## src/rtl/ofd_pkg.sv

```systemverilog
// Package with payload types and fixed constants of the framed message decoder.
`timescale 1ns / 1ps

package ofd_pkg;

  // Input request: one frame byte and its final-byte flag.
  typedef struct packed {
    logic [7:0] rx_byte;
    logic       end_of_frame;
  } in_req_t;

  // One verdict per frame.
  typedef struct packed {
    logic        frame_ok;
    logic [2:0]  fail_reason;
    logic [2:0]  msg_kind;
    logic [15:0] src_addr;
    logic [15:0] dst_addr;
    logic [15:0] seq_num;
    logic [31:0] flow_tag;
    logic [31:0] op_id_word;
    logic [7:0]  op_type_code;
    logic [26:0] value_word;
    logic [15:0] nack_code;
    logic [15:0] nack_detail;
  } out_res_t;

  // Configuration register indexes.
  localparam logic [2:0] CFG_VERSION = 3'd0;
  localparam logic [2:0] CFG_BEACON  = 3'd1;
  localparam logic [2:0] CFG_REQUEST = 3'd2;
  localparam logic [2:0] CFG_DATA    = 3'd3;
  localparam logic [2:0] CFG_ACK     = 3'd4;
  localparam logic [2:0] CFG_NACK    = 3'd5;
  localparam logic [2:0] CFG_ADD_OP  = 3'd6;
  localparam logic [2:0] CFG_REM_OP  = 3'd7;

  // Failure reasons.
  localparam logic [2:0] RSN_OK       = 3'd0;
  localparam logic [2:0] RSN_TYPE     = 3'd1;
  localparam logic [2:0] RSN_LENGTH   = 3'd2;
  localparam logic [2:0] RSN_CRC      = 3'd3;
  localparam logic [2:0] RSN_HEADER   = 3'd4;
  localparam logic [2:0] RSN_PAYLOAD  = 3'd5;

  // Message kinds.
  localparam logic [2:0] KIND_BEACON  = 3'd0;
  localparam logic [2:0] KIND_REQUEST = 3'd1;
  localparam logic [2:0] KIND_DATA    = 3'd2;
  localparam logic [2:0] KIND_ACK     = 3'd3;
  localparam logic [2:0] KIND_NACK    = 3'd4;

  // Total frame lengths: 8 header bytes, payload, 2 CRC bytes.
  localparam logic [5:0] LEN_SHORT = 6'd18;
  localparam logic [5:0] LEN_DATA  = 6'd26;
  localparam logic [5:0] LEN_NACK  = 6'd22;

  localparam int unsigned STORE_BYTES = 24;
  localparam logic [5:0]  COUNT_MAX   = 6'd63;
  localparam logic [31:0] MAX_VALUE   = 32'd99999999;
  localparam logic [15:0] CRC_INIT    = 16'hFFFF;
  localparam logic [15:0] CRC_POLY    = 16'h1021;

endpackage

```

## src/rtl/op_frame_decoder_crc16.sv

```systemverilog
// Top level of the framed message decoder with CRC-16/CCITT-FALSE check.
`timescale 1ns / 1ps

// Port group   Direction  Handshake              Payload
// in_          input      in_valid / in_stall    ofd_pkg::in_req_t
// out_         output     out_valid / out_stall  ofd_pkg::out_res_t
// cfg_         input      cfg_we                 cfg_index (3), cfg_data (8)
//
// One byte request is taken per cycle; the verdict of a frame is registered
// in the output register in the cycle after its final byte is taken.
// The byte-wise CRC step and the field checks all fit between the state
// registers and the output register, so the rate is one byte per cycle.
// A final byte is held off only while an earlier verdict is still stalled.
// Reset is synchronous; it restores the config, frame state and out_valid.

module op_frame_decoder_crc16 (
  input  logic              clk,
  input  logic              rst_n,
  input  logic              in_valid,
  output logic              in_stall,
  input  ofd_pkg::in_req_t  in_req,
  output logic              out_valid,
  input  logic              out_stall,
  output ofd_pkg::out_res_t out_res,
  input  logic              cfg_we,
  input  logic [2:0]        cfg_index,
  input  logic [7:0]        cfg_data
);

  function automatic logic [15:0] crc_feed(input logic [15:0] crc, input logic [7:0] b);
    logic [15:0] c;
    c = crc ^ {b, 8'h00};
    for (int i = 0; i < 8; i++) begin
      c = c[15] ? ({c[14:0], 1'b0} ^ ofd_pkg::CRC_POLY) : {c[14:0], 1'b0};
    end
    return c;
  endfunction

  // Configuration registers.
  logic [7:0] version_r, beacon_r, request_r, data_r, ack_r, nack_r, add_op_r, rem_op_r;

  // Frame state.
  logic [5:0]  count_r, count_nxt;
  logic [15:0] crc_r, crc_nxt;
  logic [7:0]  dly0_r, dly0_nxt, dly1_r, dly1_nxt;
  logic [7:0]  store_r [ofd_pkg::STORE_BYTES];

  logic              out_valid_r, out_valid_nxt;
  ofd_pkg::out_res_t out_res_r, res_nxt;

  logic        in_acc;
  logic        is_eof;
  logic [15:0] crc_fed;
  logic [7:0]  type_byte;
  logic [5:0]  frame_len;
  logic [5:0]  exp_len;
  logic [2:0]  kind;
  logic [2:0]  reason;
  logic [15:0] rx_crc;
  logic [15:0] snd, rcv, seq;
  logic [31:0] stream, opid, val;
  logic [15:0] ncode, ndet;
  logic [7:0]  optype;

  // Only a final byte has to wait for the output register to drain.
  assign in_stall = out_valid_r && out_stall && in_req.end_of_frame;
  assign in_acc   = in_valid && !in_stall;
  assign is_eof   = in_req.end_of_frame;

  // The oldest held byte enters the CRC once two bytes are behind it.
  assign crc_fed = (count_r >= 6'd2) ? crc_feed(crc_r, dly1_r) : crc_r;

  always_comb begin
    count_nxt = count_r;
    crc_nxt   = crc_r;
    dly0_nxt  = dly0_r;
    dly1_nxt  = dly1_r;
    if (in_acc) begin
      if (is_eof) begin
        count_nxt = '0;
        crc_nxt   = ofd_pkg::CRC_INIT;
        dly0_nxt  = '0;
        dly1_nxt  = '0;
      end else begin
        crc_nxt   = crc_fed;
        dly1_nxt  = dly0_r;
        dly0_nxt  = in_req.rx_byte;
        if (count_r != ofd_pkg::COUNT_MAX) begin
          count_nxt = count_r + 6'd1;
        end
      end
    end
  end

  // Verdict for a frame whose final byte is being taken.
  always_comb begin
    // In a two-byte frame the type byte is the final byte itself.
    type_byte = (count_r == 6'd1) ? in_req.rx_byte : store_r[1];
    frame_len = (count_r == ofd_pkg::COUNT_MAX) ? ofd_pkg::COUNT_MAX : count_r + 6'd1;
    rx_crc    = {in_req.rx_byte, dly0_r};
    reason    = ofd_pkg::RSN_OK;
    kind      = ofd_pkg::KIND_BEACON;

    if (frame_len < 6'd2) begin
      reason = ofd_pkg::RSN_TYPE;
    end else if (type_byte == beacon_r) begin
      kind = ofd_pkg::KIND_BEACON;
    end else if (type_byte == request_r) begin
      kind = ofd_pkg::KIND_REQUEST;
    end else if (type_byte == data_r) begin
      kind = ofd_pkg::KIND_DATA;
    end else if (type_byte == ack_r) begin
      kind = ofd_pkg::KIND_ACK;
    end else if (type_byte == nack_r) begin
      kind = ofd_pkg::KIND_NACK;
    end else begin
      reason = ofd_pkg::RSN_TYPE;
    end

    case (kind)
      ofd_pkg::KIND_DATA: exp_len = ofd_pkg::LEN_DATA;
      ofd_pkg::KIND_NACK: exp_len = ofd_pkg::LEN_NACK;
      default:            exp_len = ofd_pkg::LEN_SHORT;
    endcase

    snd    = {store_r[3], store_r[2]};
    rcv    = {store_r[5], store_r[4]};
    seq    = {store_r[7], store_r[6]};
    stream = {store_r[11], store_r[10], store_r[9], store_r[8]};
    if (kind == ofd_pkg::KIND_NACK) begin
      ncode = {store_r[13], store_r[12]};
      ndet  = {store_r[15], store_r[14]};
      opid  = {store_r[19], store_r[18], store_r[17], store_r[16]};
    end else begin
      ncode = '0;
      ndet  = '0;
      opid  = {store_r[15], store_r[14], store_r[13], store_r[12]};
    end
    if (kind == ofd_pkg::KIND_DATA) begin
      optype = store_r[16];
      val    = {store_r[23], store_r[22], store_r[21], store_r[20]};
    end else begin
      optype = '0;
      val    = '0;
    end

    if (reason == ofd_pkg::RSN_OK && frame_len != exp_len) begin
      reason = ofd_pkg::RSN_LENGTH;
    end
    if (reason == ofd_pkg::RSN_OK && rx_crc != crc_fed) begin
      reason = ofd_pkg::RSN_CRC;
    end
    if (reason == ofd_pkg::RSN_OK) begin
      if (store_r[0] != version_r || snd == 16'd0) begin
        reason = ofd_pkg::RSN_HEADER;
      end else if ((kind == ofd_pkg::KIND_BEACON) ? (rcv != 16'd0) : (rcv == 16'd0)) begin
        reason = ofd_pkg::RSN_HEADER;
      end
    end
    if (reason == ofd_pkg::RSN_OK) begin
      if (stream == 32'd0 || opid == 32'd0) begin
        reason = ofd_pkg::RSN_PAYLOAD;
      end else if (kind == ofd_pkg::KIND_DATA) begin
        if (store_r[17] != 8'd0 || {store_r[19], store_r[18]} != 16'd0) begin
          reason = ofd_pkg::RSN_PAYLOAD;
        end else if (optype != add_op_r && optype != rem_op_r) begin
          reason = ofd_pkg::RSN_PAYLOAD;
        end else if (val > ofd_pkg::MAX_VALUE) begin
          reason = ofd_pkg::RSN_PAYLOAD;
        end
      end
    end

    res_nxt = '0;
    res_nxt.fail_reason = reason;
    if (reason == ofd_pkg::RSN_OK) begin
      res_nxt.frame_ok     = 1'b1;
      res_nxt.msg_kind     = kind;
      res_nxt.src_addr     = snd;
      res_nxt.dst_addr     = rcv;
      res_nxt.seq_num      = seq;
      res_nxt.flow_tag     = stream;
      res_nxt.op_id_word   = opid;
      res_nxt.op_type_code = optype;
      res_nxt.value_word   = val[26:0];
      res_nxt.nack_code    = ncode;
      res_nxt.nack_detail  = ndet;
    end
  end

  always_comb begin
    out_valid_nxt = out_valid_r;
    if (in_acc && is_eof) begin
      out_valid_nxt = 1'b1;
    end else if (out_valid_r && !out_stall) begin
      out_valid_nxt = 1'b0;
    end
  end

  always_ff @(posedge clk) begin
    if (!rst_n) begin
      version_r   <= 8'd1;
      beacon_r    <= 8'd1;
      request_r   <= 8'd2;
      data_r      <= 8'd3;
      ack_r       <= 8'd4;
      nack_r      <= 8'd5;
      add_op_r    <= 8'd1;
      rem_op_r    <= 8'd2;
      count_r     <= '0;
      crc_r       <= ofd_pkg::CRC_INIT;
      dly0_r      <= '0;
      dly1_r      <= '0;
      out_valid_r <= 1'b0;
    end else begin
      if (cfg_we) begin
        case (cfg_index)
          ofd_pkg::CFG_VERSION: version_r <= cfg_data;
          ofd_pkg::CFG_BEACON:  beacon_r  <= cfg_data;
          ofd_pkg::CFG_REQUEST: request_r <= cfg_data;
          ofd_pkg::CFG_DATA:    data_r    <= cfg_data;
          ofd_pkg::CFG_ACK:     ack_r     <= cfg_data;
          ofd_pkg::CFG_NACK:    nack_r    <= cfg_data;
          ofd_pkg::CFG_ADD_OP:  add_op_r  <= cfg_data;
          ofd_pkg::CFG_REM_OP:  rem_op_r  <= cfg_data;
          default: ;
        endcase
      end
      count_r     <= count_nxt;
      crc_r       <= crc_nxt;
      dly0_r      <= dly0_nxt;
      dly1_r      <= dly1_nxt;
      out_valid_r <= out_valid_nxt;
    end
  end

  // Byte store and result register hold payload only.
  always_ff @(posedge clk) begin
    if (in_acc && count_r < 6'(ofd_pkg::STORE_BYTES)) begin
      store_r[count_r[4:0]] <= in_req.rx_byte;
    end
    if (in_acc && is_eof) begin
      out_res_r <= res_nxt;
    end
  end

  assign out_valid = out_valid_r;
  assign out_res   = out_res_r;

  // A final byte must leave the frame state ready for the next frame.
  a_restart: assert property (@(posedge clk) disable iff (!rst_n)
    in_acc && is_eof |=> count_r == 6'd0 && crc_r == ofd_pkg::CRC_INIT &&
                         dly0_r == 8'd0 && dly1_r == 8'd0)
    else $error("frame state not restored after final byte");

  // A verdict only appears after a final byte was taken.
  a_verdict_src: assert property (@(posedge clk) disable iff (!rst_n)
    $rose(out_valid_r) |-> $past(in_acc && is_eof))
    else $error("verdict without a final byte");

  a_ok_reason: assert property (@(posedge clk) disable iff (!rst_n)
    out_valid_r |-> (out_res_r.frame_ok == (out_res_r.fail_reason == ofd_pkg::RSN_OK)))
    else $error("frame_ok disagrees with fail_reason");

  a_fail_zero: assert property (@(posedge clk) disable iff (!rst_n)
    out_valid_r && !out_res_r.frame_ok |-> out_res_r.src_addr == 16'd0 &&
      out_res_r.flow_tag == 32'd0 && out_res_r.msg_kind == ofd_pkg::KIND_BEACON)
    else $error("failed frame carries field data");

  a_value_range: assert property (@(posedge clk) disable iff (!rst_n)
    out_valid_r && out_res_r.frame_ok |->
      {5'd0, out_res_r.value_word} <= ofd_pkg::MAX_VALUE)
    else $error("value out of range on an accepted frame");

endmodule

```

## config.mk

```make
export PLATFORM = sky130hd
export DESIGN_NAME = op_frame_decoder_crc16
export DESIGN_NICKNAME = d
export VERILOG_FILES = /design/src/rtl/ofd_pkg.sv /design/src/rtl/op_frame_decoder_crc16.sv
export SDC_FILE = /design/constraint.sdc
export NUM_CORES = 1
export LEC_CHECK = 0
export BUFFER_PORTS_ARGS = -buffer_cell sky130_fd_sc_hd__buf_2
export CORE_MARGIN = 2
export CORE_UTILIZATION = 53
export CTS_CLUSTER_SIZE = 40
export DETAILED_ROUTE_END_ITERATION = 12
export MAX_ROUTING_LAYER = met4
export PLACE_DENSITY = 0.76
export SYNTH_ARGS = -nofsm -noshare
export SYNTH_HDL_FRONTEND = slang
export SYNTH_SLANG_ARGS = --single-unit
```

## constraint.sdc

```tcl
create_clock -name clk -period 5.45 [get_ports clk]
set_input_delay 0.545 -clock clk [delete_from_list [all_inputs] [get_ports clk]]
set_output_delay 0.545 -clock clk [all_outputs]
set_load 0.005 [all_outputs]
```

==> flow_metrics.env, run 1 <==
export IMPL_postSynth_asyncResetShare_pct=0
export IMPL_grt_pass1_wl_um=75600
export IMPL_synth_edf_count=378
export IMPL_dp_hpwl_um=33800
export IMPL_groute_layer_met3_usage_pct=4.62
export IMPL_routed_wl_um=50700
export IMPL_worstPathRequired_ns=5.87
export IMPL_netlist_top_cells_area="edfxtp_1 56%, dfxtp_1 10%, and3_1 3.8%"
export IMPL_vdd_drop_max_mv=0.214
export IMPL_place_area_um2=21700
export IMPL_ios=213
export IMPL_worstReg2RegStart="count_r[0]"
export IMPL_coreArea_um2=37600
export IMPL_crit_path_end="out_res[44]"
export IMPL_r2r_slack_ns=0.78
export IMPL_skew_ns=0.0226
export IMPL_p_leak_nw=8.76
export IMPL_areaGrowthSynthToFinish_pct=15.7
export IMPL_grt_max_degree=122
export IMPL_period_share_pct=85.6
export IMPL_cts_root_buffer="clkbuf_16"
export IMPL_placed_cells=2206
export IMPL_grtUsageMet2_pct=40.8
export IMPL_cts_sinks=481
export IMPL_postRouteAntennaNets=0
export IMPL_yosys_warnings=0
export IMPL_die_h_um=199
export IMPL_synth_seq_cells=481
export IMPL_crit_arrival_ns=5.09
export IMPL_wl_per_cell_um=22.1
export IMPL_path_cells="ha_1, clkinv_1, nor2_4, nand3_1, a22o_1, or4_1, and2_1, a31o_1, and4b_1, o21a_4, buf_12, and4_1"
export IMPL_ys_flop_type="edfxtp_1"
export IMPL_postCtsSetupBuffers=0
export IMPL_drcViolationCount=0
export IMPL_clock_path_buffers=3
export IMPL_synth_top_area_cell="edfxtp_1"
export IMPL_die_x_um=199
export IMPL_status="finished, final reports clean"
export IMPL_gp_congestion=0.947
export IMPL_cts_reportedPaths_clkPinSlew_ns=0.06
export IMPL_syn_nets=1593
export IMPL_r2r_end="out_res[44]"
export IMPL_slew_headroom_pct=17.6
export IMPL_cts_inserted_buffers=48
export IMPL_post_synth_top_count_cell="edfxtp_1"
export IMPL_cts_hold_buf=0
export IMPL_start_util_pct=53.7
export IMPL_synth_top_area_share_pct=56.3
export IMPL_rsz0062_at_grt="false"
export IMPL_fin_nets=1776
export IMPL_instances_no_fill=2296
export IMPL_track_usage_pct=26.1
export IMPL_final_area_um2=23300
export IMPL_fmax_mhz=214
export IMPL_drt_vias_per_instance=5.95
export IMPL_place_ws_ns=0.878
export IMPL_timing_critical_path_slowest_stage_cell="or4_1"
export IMPL_antenna_found_initial=0
export IMPL_cap_violations=0
export IMPL_setup_viol_count_final=0
export IMPL_period_needed_ns=4.67
export IMPL_hold_class="primary input to flip-flop"
export IMPL_dr_pass1_iters=6
export IMPL_cpPeakStageDelay_ns=0.68
export IMPL_ys_top_cells_by_count="378 x edfxtp_1, 175 x nand2_1, 121 x and3_1, 103 x dfxtp_1, 67 x and4_1"
export IMPL_worstSetupEndpointType="flip-flop"
export IMPL_synth_seq_area_share_pct=66.5
export IMPL_die_area_um2=39600
export IMPL_grt_pass1_vias=12900
export IMPL_grt_use_met1_pct=35.0
export IMPL_dr_first_iter_drc_count=1541
export IMPL_synth_avg_cell_area_um2=12.9
export IMPL_io_buffers=212
export IMPL_p_per_area_nw_per_um2=335
export IMPL_synthCells=1563
export IMPL_synth_cell_types=67
export IMPL_total_power_mw=7.82
export IMPL_crit_start="count_r[0]"
export IMPL_post_cts_resized=0
export IMPL_fin_util_pct=62.1
export IMPL_fin_tns_setup_ns=0
export IMPL_worstMarginPinSlew_ns=1.23
export IMPL_drv_slew=0
export IMPL_critPathLaunchType="flip-flop"
export IMPL_clk_latency_ns=0.57
export IMPL_num_vias=13700
export IMPL_syn_area_um2=20200
export IMPL_path_class="flip-flop to flip-flop"
export IMPL_rr_worst_depth=12
export IMPL_htreeDepth=2
export IMPL_worst_path_max_fanout=86
export IMPL_n_antenna_cell=0
export IMPL_layout_setup_ws_ns=0.785
export IMPL_drive_gt1_share_pct=20.3
export IMPL_top_usage_layer="met2"
export IMPL_row_count=71
export IMPL_hold_viol_final=0
export IMPL_whs_ns=0.254
export IMPL_grt_overflow_total=0
export IMPL_cts_tree="yes"
-- flip-flops by register name (all words and copies together), names as in the netlist --
register,count
count_r,6
store_r,192
dly0_r,8
ack_r,8
beacon_r,8
out_res,186
dly1_r,8
rem_op_r,8
nack_r,8
add_op_r,8
request_r,8
data_r,8
out_valid,1
version_r,8
crc_r,16
-- placed cells by master (no fill, tap or decap), types with 16 or more instances in the layout --
| cell type | count |
|---|---|
| and3_1 | 121 |
| nand2_1 | 175 |
| mux2_2 | 32 |
| nand3_1 | 31 |
| nor2_1 | 46 |
| nor3_1 | 16 |
| nor2b_1 | 30 |
| and4_1 | 67 |
| o211ai_1 | 21 |
| inv_1 | 39 |
| xor2_1 | 26 |
| buf_4 | 18 |
| dfxtp_1 | 103 |
| a21boi_0 | 56 |
| xnor2_1 | 53 |
| nand4_1 | 21 |
| clkbuf_16 | 48 |
| o21ai_0 | 19 |
| a22oi_1 | 18 |
| nor4_1 | 45 |
| edfxtp_1 | 378 |
| and2_1 | 22 |
| a21oi_1 | 24 |
| buf_2 | 212 |
-- report_power, final --
part | internal (mW) | leakage, nW | switching [mW]
combinational | 0.124 | 3.59 | 0.248
sequential | 4.02 | 4.38 | 0.0444
clock | 2.01 | 0.792 | 1.37
-- area by class of cell --
class	instances	area (um2)
Clock buffer	61	1280
Clock inverter	28	359
Fill cell	2826	14300
Inverter	41	159
Multi-Input combinational cell	938	6170
Sequential cell	481	13400
Tap cell	511	639
Timing Repair Buffer	236	1300
-- per-layer routing --
layer / vias to the layer above / part of all wire, %
met1: 6688 / 41
met5: - / 0
met2: 629 / 47
met3: 96 / 8.5
li1: 6239 / -
met4: 0 / 2.8
-- cell families (layout without fill, tap and decap cells) --
logic type                 count (synthesis)  in the layout  synth area share, %
and+or+nand+nor                          612            612                 17.2
DFF                                      481            481                 66.5
AOI/OAI and AO/OA                        203            203                 7.23
buffers and inverters                    144            366                 3.01
xor gates and xnor gates                  81             81                 3.65
muxes                                     37             37                 2.10
adders and majority gates                  5              5                0.310
-- worst min path at each step --
stage,depth (start not counted),slack [ns],to,startpoint
4_1_cts,3,0.23,out_valid,out_stall
3_5_place_dp,2,0.46,add_op_r[6],add_op_r[6]
6_report,3,0.25,out_valid,out_stall
5_1_grt,3,0.27,out_valid,out_stall
2_1_floorplan,2,0.44,add_op_r[6],add_op_r[6]
3_3_place_gp,2,0.46,add_op_r[6],add_op_r[6]
-- worst max-delay path: cells and delay by family, from the launching register on --
kind / cells / cell delay (ns)
adders and majority gates: 1 / 0.46
buffers and inverters: 2 / 0.72
AOI/OAI and AO/OA: 3 / 0.82
and+or+nand+nor: 6 / 2.00
DFF: 1 / 0.46
No activity file was read; power rests on OpenSTA's default activity.
==> inputs of run 2 (changes only) <==
Clock period 5.45 ns to 3.9 ns, I/O delays scaled along.
==> run 2 against run 1 <==
Flip-flop and latch count did not move; fmax up 23%; cell area up 2.5%; sequential share of layout area down 1.4 points; cell count is 2.5% higher; register-to-register slack worse by 0.68 ns; total power is 40% higher; setup slack worse by 0.68 ns; first-iteration DRC count decreased by 11%; combinational power is 49% higher; non-clock buffer count grew 55; highest routed layer unchanged.
==> flow_metrics.env, run 2 (same netlist as run 1, synthesis figures left out) <==
export IMPL_status="finished, final reports clean"
export IMPL_start_util_pct=53.7
export IMPL_dr_pass1_iters=5
export IMPL_wl_per_cell_um=22.2
export IMPL_drive_gt1_share_pct=23.3
export IMPL_num_vias=13900
export IMPL_die_area_um2=39600
export IMPL_cts_reportedPaths_clkPinSlew_ns=0.06
export IMPL_path_class="flip-flop to flip-flop"
export IMPL_routed_wl_um=52300
export IMPL_p_per_area_nw_per_um2=458
export IMPL_placed_cells=2250
export IMPL_instances_no_fill=2353
export IMPL_path_cells="or4_4, o21ai_0, and2_1, o22ai_1, or4_1, nor2b_1, nand4_1, a211oi_1, o21a_4, buf_12, buf_6, and3_1"
export IMPL_cpPeakStageDelay_ns=0.64
export IMPL_worstPathRequired_ns=4.36
export IMPL_power_share_combinational_pct=5.1
export IMPL_period_needed_ns=3.79
export IMPL_htreeDepth=2
export IMPL_hold_viol_final=0
export IMPL_netSwitchingFraction_pct=21.9
export IMPL_cp_num_buf_inv=2
export IMPL_worstSetupEndpointType="flip-flop"
export IMPL_critPathTopFamily="simple AND/OR/NAND/NOR gates"
export IMPL_p_leak_nw=9.07
export IMPL_drcViolationCount=0
export IMPL_grt_overflow_total=0
export IMPL_die_x_um=199
export IMPL_p_clk_share_pct=43.1
export IMPL_row_count=71
export IMPL_hold_class="primary input to flip-flop"
export IMPL_cap_violations=0
export IMPL_final_common_cell="edfxtp_1"
export IMPL_coreArea_um2=37600
export IMPL_cts_inserted_buffers=48
export IMPL_grt_max_degree=118
export IMPL_period_share_pct=97.3
export IMPL_antenna_found_initial=1
export IMPL_die_h_um=199
export IMPL_cts_hold_buf=0
export IMPL_io_buffers=212
export IMPL_fin_nets=1832
export IMPL_largest_reg_flops=192
export IMPL_grt_pass1_vias=13000
export IMPL_gp_congestion=0.935
export IMPL_dp_hpwl_um=34700
export IMPL_clock_path_buffers=3
export IMPL_grt_pass1_wl_um=76100
export IMPL_ios=213
export IMPL_setup_viol_count_final=0
export IMPL_internal_power_mw=8.55
export IMPL_cts_root_buffer="clkbuf_16"
export IMPL_drv_slew=0
export IMPL_worstMarginPinSlew_ns=0.991
export IMPL_worst_path_max_fanout=22
export IMPL_dr_first_iter_drc_count=1367
export IMPL_track_usage_pct=26.3
export IMPL_timing_critical_path_slowest_stage_cell="or4_1"
export IMPL_vdd_drop_max_mv=0.318
export IMPL_cts_sinks=481
export IMPL_p_seq_share_pct=51.8
export IMPL_skew_ns=0.0267
export IMPL_areaGrowthSynthToFinish_pct=18.6
export IMPL_postRouteAntennaNets=0
export IMPL_r2r_slack_ns=0.11
export IMPL_fmax_mhz=264
export IMPL_slew_headroom_pct=33.4
export IMPL_clk_latency_ns=0.60
export IMPL_whs_ns=0.0847
export IMPL_drt_vias_per_instance=5.93
export IMPL_cts_tree="yes"
export IMPL_layout_common_cells="378 x edfxtp_1, 212 x buf_2, 174 x nand2_1, 121 x and3_1, 102 x dfxtp_1"
export IMPL_crit_arrival_ns=4.25
export IMPL_critPathLaunchType="flip-flop"
export IMPL_power_switching_mw=2.39
## run 2: cell count changes in the layout (fill, tap and decap cells not counted), moves of 4 or more
cell        delta
clkbuf_1       -5
clkbuf_16      +4
clkinvlp_4     +5
buf_12         +4
inv_6          -4
buf_4         +45
clkinv_1       +4
## run 2: power by group through the flow
stage	Sequential, mW	Combinational, mW	Clock, mW
2_1_floorplan	5.78	0.289	0
3_3_place_gp	5.78	0.536	0
3_5_place_dp	5.78	0.545	0
4_1_cts	5.67	0.549	4.76
5_1_grt	5.68	0.603	4.98
6_report	5.67	0.554	4.72
## run 2: final timing paths
path / end / startpoint / cells after the start
worst max-delay path: out_res[124] / count_r[5] / 12
worst min-delay path: out_valid / out_stall / 3
worst max register to register: out_res[124] / count_r[5] / 12
worst min register to register: add_op_r[6] / add_op_r[6] / 2
## run 2: routing by layer
metal | GRT usage (%) | wire length (um)
met3 | 5.06 | 4210
met2 | 41.3 | 25000
met1 | 34.6 | 21500
met5 | - | 0
met4 | 9.01 | 1570
## run 2: final cells by class
class,instances,area (um2)
Inverter,41,158
Antenna cell,1,2.50
Tap cell,511,639
Clock inverter,34,365
Timing Repair Buffer,291,1850
Multi-Input combinational cell,939,6220
Sequential cell,481,13400
Clock buffer,55,1260
Fill cell,2742,13700
## run 2: stage by stage
step	utilization [%]	worst slack [ns]	setup TNS (ns)	instance area, um2	power (mW)
2_1_floorplan	-	-0.0564	-10.49	20200	6.07
3_3_place_gp	58.7	0.126	0	22100	6.31
3_5_place_dp	58.7	0.0515	0	22100	6.33
4_1_cts	63.1	0.0304	0	23700	11.0
5_1_grt	63.6	-0.0705	-6.28	23900	11.3
6_report	63.6	0.106	0	23900	10.9
## run 2: what timing repair did
item / in CTS / in global routing
endpoints found under the setup margin: 0 / 185
gates resized for setup: 0 / 10
setup buffers: 0 / 7
hold endpoints to repair: 0 / 0
## run 2: worst register-to-register path: cells and delay by family, from the launching register on
family                 cells  cell delay, ns
AOI/OAI and AO/OA          4            0.92
buffers and inverters      2            0.34
and+or+nand+nor            6            2.05
DFF                        1            0.35
==> inputs of run 3 (changes only) <==
Settings changed: PLACE_DENSITY 0.76 to 0.75.
==> run 3 against run 2 <==
Via count is 1.3% lower; largest cell class unchanged; first-iteration DRC count is 4.4% lower; utilization is 0.53 points lower.
==> flow_metrics.env, run 3 (same netlist as run 1, synthesis figures left out) <==
export IMPL_postRouteAntennaNets=0
export IMPL_cpPeakStageDelay_ns=0.61
export IMPL_cts_reportedPaths_clkPinSlew_ns=0.06
export IMPL_routed_wl_um=51600
export IMPL_rsz0062_at_grt="false"
export IMPL_p_per_area_nw_per_um2=445
export IMPL_worst_path_max_fanout=46
export IMPL_skew_ns=0.0248
export IMPL_row_count=71
export IMPL_coreArea_um2=37600
export IMPL_clock_path_buffers=3
export IMPL_dr_first_iter_drc_count=1307
export IMPL_grt_pass1_wl_um=76700
export IMPL_n_antenna_cell=0
export IMPL_slew_headroom_pct=22.1
export IMPL_drt_vias_per_instance=5.87
export IMPL_worstPathRequired_ns=4.34
export IMPL_path_cells="or4_4, nor2_4, buf_4, a31oi_1, a32o_1, or4_4, and2_1, a31o_1, and4b_1, o21a_4, buf_4, buf_12, and3_1"
export IMPL_hold_viol_final=0
export IMPL_num_vias=13800
export IMPL_layout_common_cells="378 x edfxtp_1, 212 x buf_2, 174 x nand2_1, 121 x and3_1, 102 x dfxtp_1"
export IMPL_critPathTopFamily="simple AND/OR/NAND/NOR gates"
export IMPL_power_share_combinational_pct=5.3
export IMPL_ios=213
export IMPL_cts_tree="yes"
export IMPL_cap_violations=0
export IMPL_grt_overflow_total=0
export IMPL_drive_gt1_share_pct=23.0
export IMPL_critPathLaunchType="flip-flop"
export IMPL_fin_nets=1827
export IMPL_gp_congestion=0.944
export IMPL_fmax_mhz=268
export IMPL_drv_slew=0
export IMPL_p_clk_share_pct=40.9
export IMPL_antenna_found_initial=0
export IMPL_p_seq_share_pct=53.8
export IMPL_track_usage_pct=26.4
export IMPL_start_util_pct=53.7
export IMPL_vdd_drop_max_mv=0.279
export IMPL_crit_arrival_ns=4.17
export IMPL_status="finished, final reports clean"
export IMPL_cts_inserted_buffers=47
export IMPL_placed_cells=2246
export IMPL_die_area_um2=39600
export IMPL_grt_max_degree=187
export IMPL_dp_hpwl_um=34000
export IMPL_die_x_um=199
export IMPL_timing_critical_path_slowest_stage_cell="or4_4"
export IMPL_internal_power_mw=8.25
export IMPL_netSwitchingFraction_pct=21.8
export IMPL_path_class="flip-flop to flip-flop"
export IMPL_cts_root_buffer="clkbuf_16"
export IMPL_power_switching_mw=2.29
export IMPL_clk_latency_ns=0.59
export IMPL_drcViolationCount=0
export IMPL_cts_sinks=481
export IMPL_areaGrowthSynthToFinish_pct=17.6
export IMPL_instances_no_fill=2343
export IMPL_p_leak_nw=8.99
export IMPL_final_common_cell="edfxtp_1"
export IMPL_wl_per_cell_um=22.0
export IMPL_io_buffers=212
export IMPL_whs_ns=0.114
export IMPL_largest_reg_flops=192
export IMPL_period_needed_ns=3.73
export IMPL_htreeDepth=2
export IMPL_hold_class="primary input to flip-flop"
export IMPL_worstSetupEndpointType="flip-flop"
export IMPL_worstMarginPinSlew_ns=1.17
export IMPL_grt_pass1_vias=13000
export IMPL_die_h_um=199
export IMPL_cp_num_buf_inv=3
export IMPL_period_share_pct=95.6
export IMPL_fin_util_pct=63.1
export IMPL_setup_viol_count_final=0
export IMPL_dr_pass1_iters=8
## run 3: final cells by class
type                    count  area (um2)
inverters                  41         161
well taps                 511         639
flip-flops and latches    481       13400
clock inverters            24         199
clock buffers              60        1270
fillers                  2838       13900
multi-input cells         938        6220
repair buffers            288        1810
## run 3: layer usage
layer / global-route usage (%) / share of wire [%] / up-vias / wire [um]
li1: - / - / 6328 / -
met1: 35.7 / 42 / 6719 / 21900
met2: 40.7 / 47 / 609 / 24200
met3: 4.46 / 7.7 / 108 / 3990
met4: 9.34 / 3.1 / 0 / 1600
met5: - / 0 / - / 0
## run 3: repair_timing
action                                  CTS  global route
cloned                                    0             4
endpoints found under the hold margin     0             0
pin swaps                                 0             3
gates resized for setup                   1             8
buffers inserted                          0             9
hold buffers                              0             0
endpoints found under the setup margin    1           185
## run 3: through the flow
| stage | total power, mW | area [um2] | setup TNS, ns | worst slack, ns |
|---|---|---|---|---|
| final | 10.5 | 23700 | 0 | 0.173 |
| after CTS | 10.6 | 23500 | 0 | 0.0382 |
| after global placement | 6.32 | 22000 | 0 | 0.0689 |
| after global routing | 10.9 | 23700 | 0 | 0.0115 |
| after floorplan | 6.07 | 20200 | -10.49 | -0.0564 |
| after detailed placement | 6.33 | 22000 | 0 | 0.00162 |
## run 3: final timing paths
kind / start / end / slack [ns] / cells after the start
setup / recovery: count_r[5] / out_res[129] / 0.17 / 13
hold / removal: out_stall / out_valid / 0.11 / 3
setup reg to reg: count_r[5] / out_res[129] / 0.17 / 13
hold reg to reg: add_op_r[6] / add_op_r[6] / 0.48 / 2
## run 3: tightest hold or removal path: cells and delay by family
kind	cells	cell delay [ns]
AO/OA/AOI/OAI	1	0.07
buffers and inverters	1	0.12
AND/OR/NAND/NOR	1	0.06
## run 3: power groups by stage
stage                     registers [mW]  clock network, mW  logic [mW]
after floorplan                     5.78                  0       0.289
final                               5.68               4.31       0.556
after global routing                5.68               4.57       0.606
after global placement              5.78                  0       0.536
after CTS                           5.67               4.37       0.547
after detailed placement            5.78                  0       0.544
